`config.mk`:
```
export PLATFORM = sky130hd
export DESIGN_NAME = msie_ctrl
export DESIGN_NICKNAME = d
export VERILOG_FILES = /design/src/msie_pkg.sv /design/src/msie_ctrl.sv
export SDC_FILE = /design/constraint.sdc
export NUM_CORES = 1
export LEC_CHECK = 0
export BUFFER_PORTS_ARGS = -buffer_cell sky130_fd_sc_hd__buf_2
export CORE_AREA = 2 2 39 41
export CTS_CLUSTER_DIAMETER = 150
export CTS_CLUSTER_SIZE = 40
export DETAILED_ROUTE_END_ITERATION = 8
export DIE_AREA = 0 0 41 43
export PLACE_DENSITY = 0.78
export REMOVE_ABC_BUFFERS = 1
export SYNTH_ARGS = -nofsm -noshare
export SYNTH_HDL_FRONTEND = slang
export SYNTH_SLANG_ARGS = --single-unit
```
`constraint.sdc`:
```
create_clock -name i_clk -period 2.35 [get_ports i_clk]
set_input_delay 0.3525 -clock i_clk [delete_from_list [all_inputs] [get_ports i_clk]]
set_output_delay 0.3525 -clock i_clk [all_outputs]
set_load 0.02 [all_outputs]
```
`src/msie_pkg.sv`:
```
package msie_pkg;

    // Command codes carried in the cmd field.
    localparam logic [2:0] CMD_WRITE   = 3'd0;
    localparam logic [2:0] CMD_READ    = 3'd1;
    localparam logic [2:0] CMD_CLEAR   = 3'd2;
    localparam logic [2:0] CMD_INJECT  = 3'd3;
    localparam logic [2:0] CMD_EXTRACT = 3'd4;

    localparam int VALUE_W  = 32;
    localparam int WEIGHT_W = 24;
    localparam int WPROD_W  = 2 * WEIGHT_W;
    localparam int W_W      = 28;
    localparam int PROD_W   = VALUE_W + W_W;
    localparam int TERM_W   = PROD_W - 20;
    localparam int SUM_W    = TERM_W + 1;
    localparam int ACC_W    = 64;
    localparam int FIN_W    = ACC_W - 20;

    localparam logic signed [VALUE_W-1:0] SAT_MAX = 32'sh7FFF_FFFF;
    localparam logic signed [VALUE_W-1:0] SAT_MIN = 32'sh8000_0000;

    typedef enum logic [2:0] {
        ST_IDLE,
        ST_SINGLE,
        ST_RDWAIT,
        ST_STEP,
        ST_DRAIN,
        ST_FINAL,
        ST_OUT
    } t_state;

    typedef struct packed {
        logic       load;
        logic       single;
        logic       rd_capture;
        logic       issue;
        logic [1:0] pt_i;
        logic [1:0] pt_j;
        logic       final_capture;
        logic       out_load;
    } t_dp_cmd;

    typedef struct packed {
        logic pipe_busy;
        logic out_free;
        logic is_read;
        logic is_extract;
    } t_dp_status;

endpackage

```
`src/msie_ctrl.sv`:
```
module msie_ctrl
    import msie_pkg::*;
(
    input  logic       i_clk,
    input  logic       i_rst_n,
    input  logic       i_in_valid,
    input  logic [2:0] i_cmd,
    input  t_dp_status i_status,
    output logic       o_in_stall,
    output t_dp_cmd    o_dp_cmd
);

    t_state     r_state;
    t_state     n_state;
    logic [1:0] r_i;
    logic [1:0] n_i;
    logic [1:0] r_j;
    logic [1:0] n_j;
    logic       last_point;

    assign last_point = (r_i == 2'd2) && (r_j == 2'd2);

    always_ff @(posedge i_clk) begin
        if (!i_rst_n) begin
            r_state <= ST_IDLE;
            r_i     <= 2'd0;
            r_j     <= 2'd0;
        end else begin
            r_state <= n_state;
            r_i     <= n_i;
            r_j     <= n_j;
        end
    end

    // Next state and stencil point counters.
    always_comb begin
        n_state = r_state;
        n_i     = r_i;
        n_j     = r_j;
        case (r_state)
            ST_IDLE: begin
                n_i = 2'd0;
                n_j = 2'd0;
                if (i_in_valid) begin
                    case (i_cmd)
                        CMD_WRITE, CMD_READ:                n_state = ST_SINGLE;
                        CMD_CLEAR, CMD_INJECT, CMD_EXTRACT: n_state = ST_STEP;
                        default:                            n_state = ST_IDLE;
                    endcase
                end
            end
            ST_SINGLE: begin
                n_state = i_status.is_read ? ST_RDWAIT : ST_IDLE;
            end
            ST_RDWAIT: begin
                n_state = ST_OUT;
            end
            ST_STEP: begin
                if (last_point) begin
                    n_state = ST_DRAIN;
                end else if (r_j == 2'd2) begin
                    n_j = 2'd0;
                    n_i = r_i + 2'd1;
                end else begin
                    n_j = r_j + 2'd1;
                end
            end
            ST_DRAIN: begin
                if (!i_status.pipe_busy) begin
                    n_state = i_status.is_extract ? ST_FINAL : ST_IDLE;
                end
            end
            ST_FINAL: begin
                n_state = ST_OUT;
            end
            ST_OUT: begin
                if (i_status.out_free) begin
                    n_state = ST_IDLE;
                end
            end
            default: begin
                n_state = ST_IDLE;
            end
        endcase
    end

    // Datapath commands.
    always_comb begin
        o_dp_cmd               = '0;
        o_dp_cmd.pt_i          = 2'd1;
        o_dp_cmd.pt_j          = 2'd1;
        o_in_stall             = 1'b1;
        case (r_state)
            ST_IDLE: begin
                o_in_stall    = 1'b0;
                o_dp_cmd.load = i_in_valid;
            end
            ST_SINGLE: begin
                o_dp_cmd.single = 1'b1;
            end
            ST_RDWAIT: begin
                o_dp_cmd.rd_capture = 1'b1;
            end
            ST_STEP: begin
                o_dp_cmd.issue = 1'b1;
                o_dp_cmd.pt_i  = r_i;
                o_dp_cmd.pt_j  = r_j;
            end
            ST_FINAL: begin
                o_dp_cmd.final_capture = 1'b1;
            end
            ST_OUT: begin
                o_dp_cmd.out_load = i_status.out_free;
            end
            default: begin
                o_in_stall = 1'b1;
            end
        endcase
    end

endmodule

```
==> metrics.txt, run 1 <==
main combinational cell family by area after synthesis simple AND/OR/NAND/NOR gates; critical path class reg -> out; Post-Synth Simple-Gate Area 35.5%; WL/cell 10.3 um; Inserted Clock Buffers 3; H-tree levels 1; fmax 554 MHz; Worst-Margin Slew 447 ps; die area 1760 um2; Netlist Area Pre-Place between 500 and 600 um2; outcome finished clean; worst hold stages 3; Remaining Overflow, GRT 0; post-synthesis xor/xnor area fraction 0%; Yosys top cell area share 24.6%; Synth area leader dfxtp_1; CTS root buf clkbuf_4; Clk pin slew, worst setup/hold paths around 50 ps; MaxCap Viol Count 0; WHS Endpoint r_state[2]; Seq/Total Area, Yosys between 20% and 30%; placed wire-length estimate 882 um; Setup Skew 0.238 ps; power per cell area 942 nW/um2; Final #Nets 104; Worst EP arrival 1450 ps; Synth Area in Compound Gates approximately 22%; ANT cells 0; core area 1380 um2; GP Congestion 0.681; Port Buffers 20; Hold-fix buffers, CTS 0; switching share of power a little under half; Synth Instances 72; clock share of power 16.8%; flops & latches, synth 7; ys async rst share 0%; syn avg cell area 7.92 um2; final setup violation count 0; non-filler cells, final 108; clk_lat worst skew 250 ps; DR iter-0 viols 7; first-pass GRT wire length 1.81 mm; DRT Wirelength 1.11 mm; Routed Antenna Nets 0; main area contributors after synthesis dfxtp_1, nand2b_1, nand2_1; Gate power share 50.5%; Row Count 14; via-per-instance ratio ~5.3; leak pwr 0.000316 uW; CTS tree yes; RSZ-0062 raised after global routing no; Power Internal approximately 350 uW; worst reg2reg path depth 5; HP Start i_status[0]; Max clock buf depth 2; worst r2r src r_state[2]; sequential share of power between 30% and 40%; DRC 0; CP Capture Type output port; post-CTS resize count 0; setup slack, reg-to-reg ~870 ps; startpoint types flip-flop; vias post-DR 570; share of layout cells above drive strength 1 30.4%; Sw Pwr approximately 300 uW; Final TNS setup 0 ps; Fin. Hold Viols 0; Starting Density 41.2%; vias in the first global route approximately 440; Hold WC Path Type in -> reg; Worst VDD drop 0.000599 V; crit-path max FO 13; Overall Global Routing Usage 15.5%; CTS Sinks 7; Top FF cell, synth dfxtp_1; Layout area overhead 20.0%; commonest non-fill, non-tap cell in the layout buf_2; adder-cell area share of the yosys netlist 2.19%; final critical-path required period approximately 1800 ps; Tot Pwr 645 uW; pin count of the biggest net entering global routing 15; most frequent cells in the layout buf_2, nand2_1, dfxtp_1; die width a little over 40 um; Netlist cell types 35; synth warn 0; antenna violations before repair 0; reg2reg end r_state[1]; final slew viol count 0; Die H 43 um; dpl ws 811 ps; Pre-antenna DRT Iters 2; slew margin rel. 70.1%; postcts setup bufs 0; Critical Path RT 2000 ps; IO Count 21; Placed Cells 104; number of synthesized flops with an enable pin 0; Tcrit/Tclk final 76.8%; post-synthesis mux area share 5.70%; PnR worst setup slack 544 ps
registers in the layout (all words and copies together) (netlist names):
register and count:
r_i 2, r_state 3, r_j 2
power by group through the flow:
stage	registers [uW]	clock network (uW)	logic [uW]
6_report	211	109	326
5_1_grt	222	118	363
4_1_cts	210	113	331
3_5_place_dp	213	0	329
3_3_place_gp	208	0	323
2_1_floorplan	197	0	251
routing by layer:
layer	vias up	part of all wire [%]	wire, um	track usage [%]
li1	298	-	-	-
met1	242	45	496	19.3
met2	25	45	497	20.9
met3	5	7.4	82	4.71
met4	0	3.3	37	12.0
met5	-	0	0	0
how the worst max path moves through the flow:
stage | startpoint | end | slack [ps]
after floorplan | r_state[1] | o_dp_cmd[7] | 890
after global placement | r_state[2] | o_dp_cmd[5] | 850
after detailed placement | r_state[2] | o_dp_cmd[3] | 810
after CTS | r_state[2] | o_dp_cmd[3] | 540
after global routing | r_state[1] | o_dp_cmd[5] | 430
final | r_state[2] | o_dp_cmd[3] | 540
critical path: stages (launching register included):
cell	delay [ps]
dfxtp_1	560
nand3b_4	260
inv_2	80
and2_1	150
buf_2	150
Yosys cell counts, types with 2 or more instances:
cell type and count:
buf_6 2, o21ai_0 4, dfxtp_1 7, nor2b_1 3, o2111ai_1 2, nor3_1 2, nand2_1 7, nor2_1 6
nand4_1 2, buf_2 2, nand2b_1 5, a31oi_1 2, nor3b_1 2, inv_1 4, and2_1 2
area by class of cell:
cell class                      instances  area, um2
Fill cell                             133        699
Multi-Input combinational cell         55        375
Sequential cell                         7        140
Timing Repair Buffer                   20        100
Clock buffer                            4       26.3
Inverter                                6       22.5
Tap cell                               16       20.0
cells by family (layout without fill, tap and decap cells):
logic type / after synthesis / in the layout
muxes: 2 / 2
and+or+nand+nor: 35 / 35
AOI/OAI and AO/OA: 17 / 17
DFF: 7 / 7
buffers and inverters: 10 / 30
adders and majority gates: 1 / 1
per-stage QoR:
step / utilization (%) / instance area [um2] / hold slack [ps]
6_report: 49.5 / 684 / 429
4_1_cts: 49.5 / 684 / 425
3_3_place_gp: 47.6 / 658 / 516
3_5_place_dp: 47.6 / 658 / 514
2_1_floorplan: - / 538 / 481
5_1_grt: 49.5 / 684 / 436
(Power assumes the default switching activity.)
==> run 2, diff against run 1 <==
- clock period: 2.35 -> 1.86 ns (I/O delays scaled with it)
==> metrics.txt, run 2 (synthesized netlist as in run 1, its figures left out) <==
Row Count 14 (unchanged); Tcrit/Tclk final 93.2%; CTS tree yes; antenna violations before repair 0 (unchanged); multi-input logic area 375 um2 (unchanged); crit-path cells nand3b_4 > inv_2 > and2_1 > buf_2; power per cell area 1190 nW/um2 (+26%); Worst VDD drop 0.000756 V (+26%); Critical Path RT 1580 ps (-420 ps); setup slack, reg-to-reg 380 ps (-490 ps); Fin. Hold Viols 0 (unchanged); dpl ws 390 ps (-421 ps); Layout area overhead 20.0% (unchanged); CP Capture Type output port; leak pwr 0.000316 uW (unchanged); Clk pin slew, worst setup/hold paths 50 ps (about the same); die area 1760 um2 (unchanged); most frequent cells in the layout buf_2, nand2_1, dfxtp_1; clk_lat worst skew 250 ps (about the same); postcts setup bufs 0 (unchanged); GP Congestion 0.681 (about the same); CTS Sinks 7 (unchanged); final critical-path required period 1730 ps; fin util 49.5% (unchanged); Hold-fix buffers, CTS 0 (unchanged); Worst EP arrival 1460 ps (about the same); commonest non-fill, non-tap cell in the layout buf_2; startpoint types flip-flop; crit-path max FO 13 (unchanged); Pre-antenna DRT Iters 4 (+2); Final #Nets 104 (unchanged); Worst path max stage delay 560 ps (about the same); Overall Global Routing Usage 15.5% (unchanged); vias post-DR 565 (-0.88%); RSZ-0062 raised after global routing no; Worst-Margin Slew 449 ps (+1.93 ps); H-tree levels 1 (unchanged); DR iter-0 viols 6 (-1); Inserted Clock Buffers 3 (unchanged); Routed Antenna Nets 0 (unchanged); register area 140 um2 (unchanged); IO Count 21 (unchanged); post-CTS resize count 0 (unchanged); final setup violation count 0 (unchanged); WL/cell 10.3 um (+0.27%); PnR worst setup slack 126 ps (-419 ps); Final TNS setup 0 ps (unchanged); critical path class reg -> out; Largest Register r_state; DRT Wirelength 1.12 mm (+0.27%); final slew viol count 0 (unchanged); Starting Density 41.2% (unchanged); Filler Cell Count 135 (+1.5%); max reg flops 3 (unchanged); first-pass GRT wire length 1.81 mm (unchanged); Remaining Overflow, GRT 0 (unchanged); core area 1380 um2 (unchanged); Port Buffers 20 (unchanged); die width 41 um (unchanged); DRC 0 (unchanged); Tot Pwr 814 uW (+26%); vias in the first global route 438 (-0.90%); biggest regs r_state x3, r_i x2, r_j x2; ANT cells 0 (unchanged); outcome finished clean; via-per-instance ratio 5.23 (-0.88%); share of layout cells above drive strength 1 30.4% (unchanged); MaxCap Viol Count 0 (unchanged); Die H 43 um (unchanged); Hold WC Path Type in -> reg; placed wire-length estimate 876 um (-0.74%); slew margin rel. 70.0% (-0.13 points); Max clock buf depth 2 (unchanged); Setup Skew 0.154 ps (-0.0844 ps); pin count of the biggest net entering global routing 15 (unchanged); Slowest-stage cell, CP dfxtp_1; CTS root buf clkbuf_4; fmax 577 MHz
-- run 2: critical path: cells and delay by family, from the launching register on --
| family | cells | cell delay (ps) |
|---|---|---|
| buffers and inverters | 2 | 230 |
| flip-flops | 1 | 560 |
| AND/OR/NAND/NOR | 2 | 410 |
-- run 2: layout make-up --
class,count,area share [%]
clock buffer,4,3.84
inverter,6,3.29
multi-input combinational,55,54.8
sequential,7,20.5
tap,16,2.93
timing repair buffer,20,14.6
-- run 2: metrics by stage --
stage	instance area (um2)	hold slack, ps	instances
3_5_place_dp	658	514	104
5_1_grt	684	363	108
3_3_place_gp	658	516	104
6_report	684	355	108
2_1_floorplan	538	407	68
4_1_cts	684	352	108
-- run 2: worst paths after layout --
| path | start | end | cells after the start |
|---|---|---|---|
| max | r_state[2] | o_dp_cmd[5] | 4 |
| max reg2reg | r_state[2] | r_state[1] | 5 |
| min reg2reg | r_i[0] | r_i[0] | 2 |
| min | i_status[0] | r_state[2] | 3 |
-- run 2: layer usage --
metal | global-route usage, % | part of all wire, %
met1 | 19.3 | 45
met2 | 20.9 | 44
met3 | 4.71 | 6.8
met4 | 12.0 | 3.3
met5 | 0 | 0
-- run 2: where the power goes --
group | switching, uW | internal, uW
sequential | 87.2 | 179
clock | 55.2 | 81.8
combinational | 229 | 182
total | 371 | 443
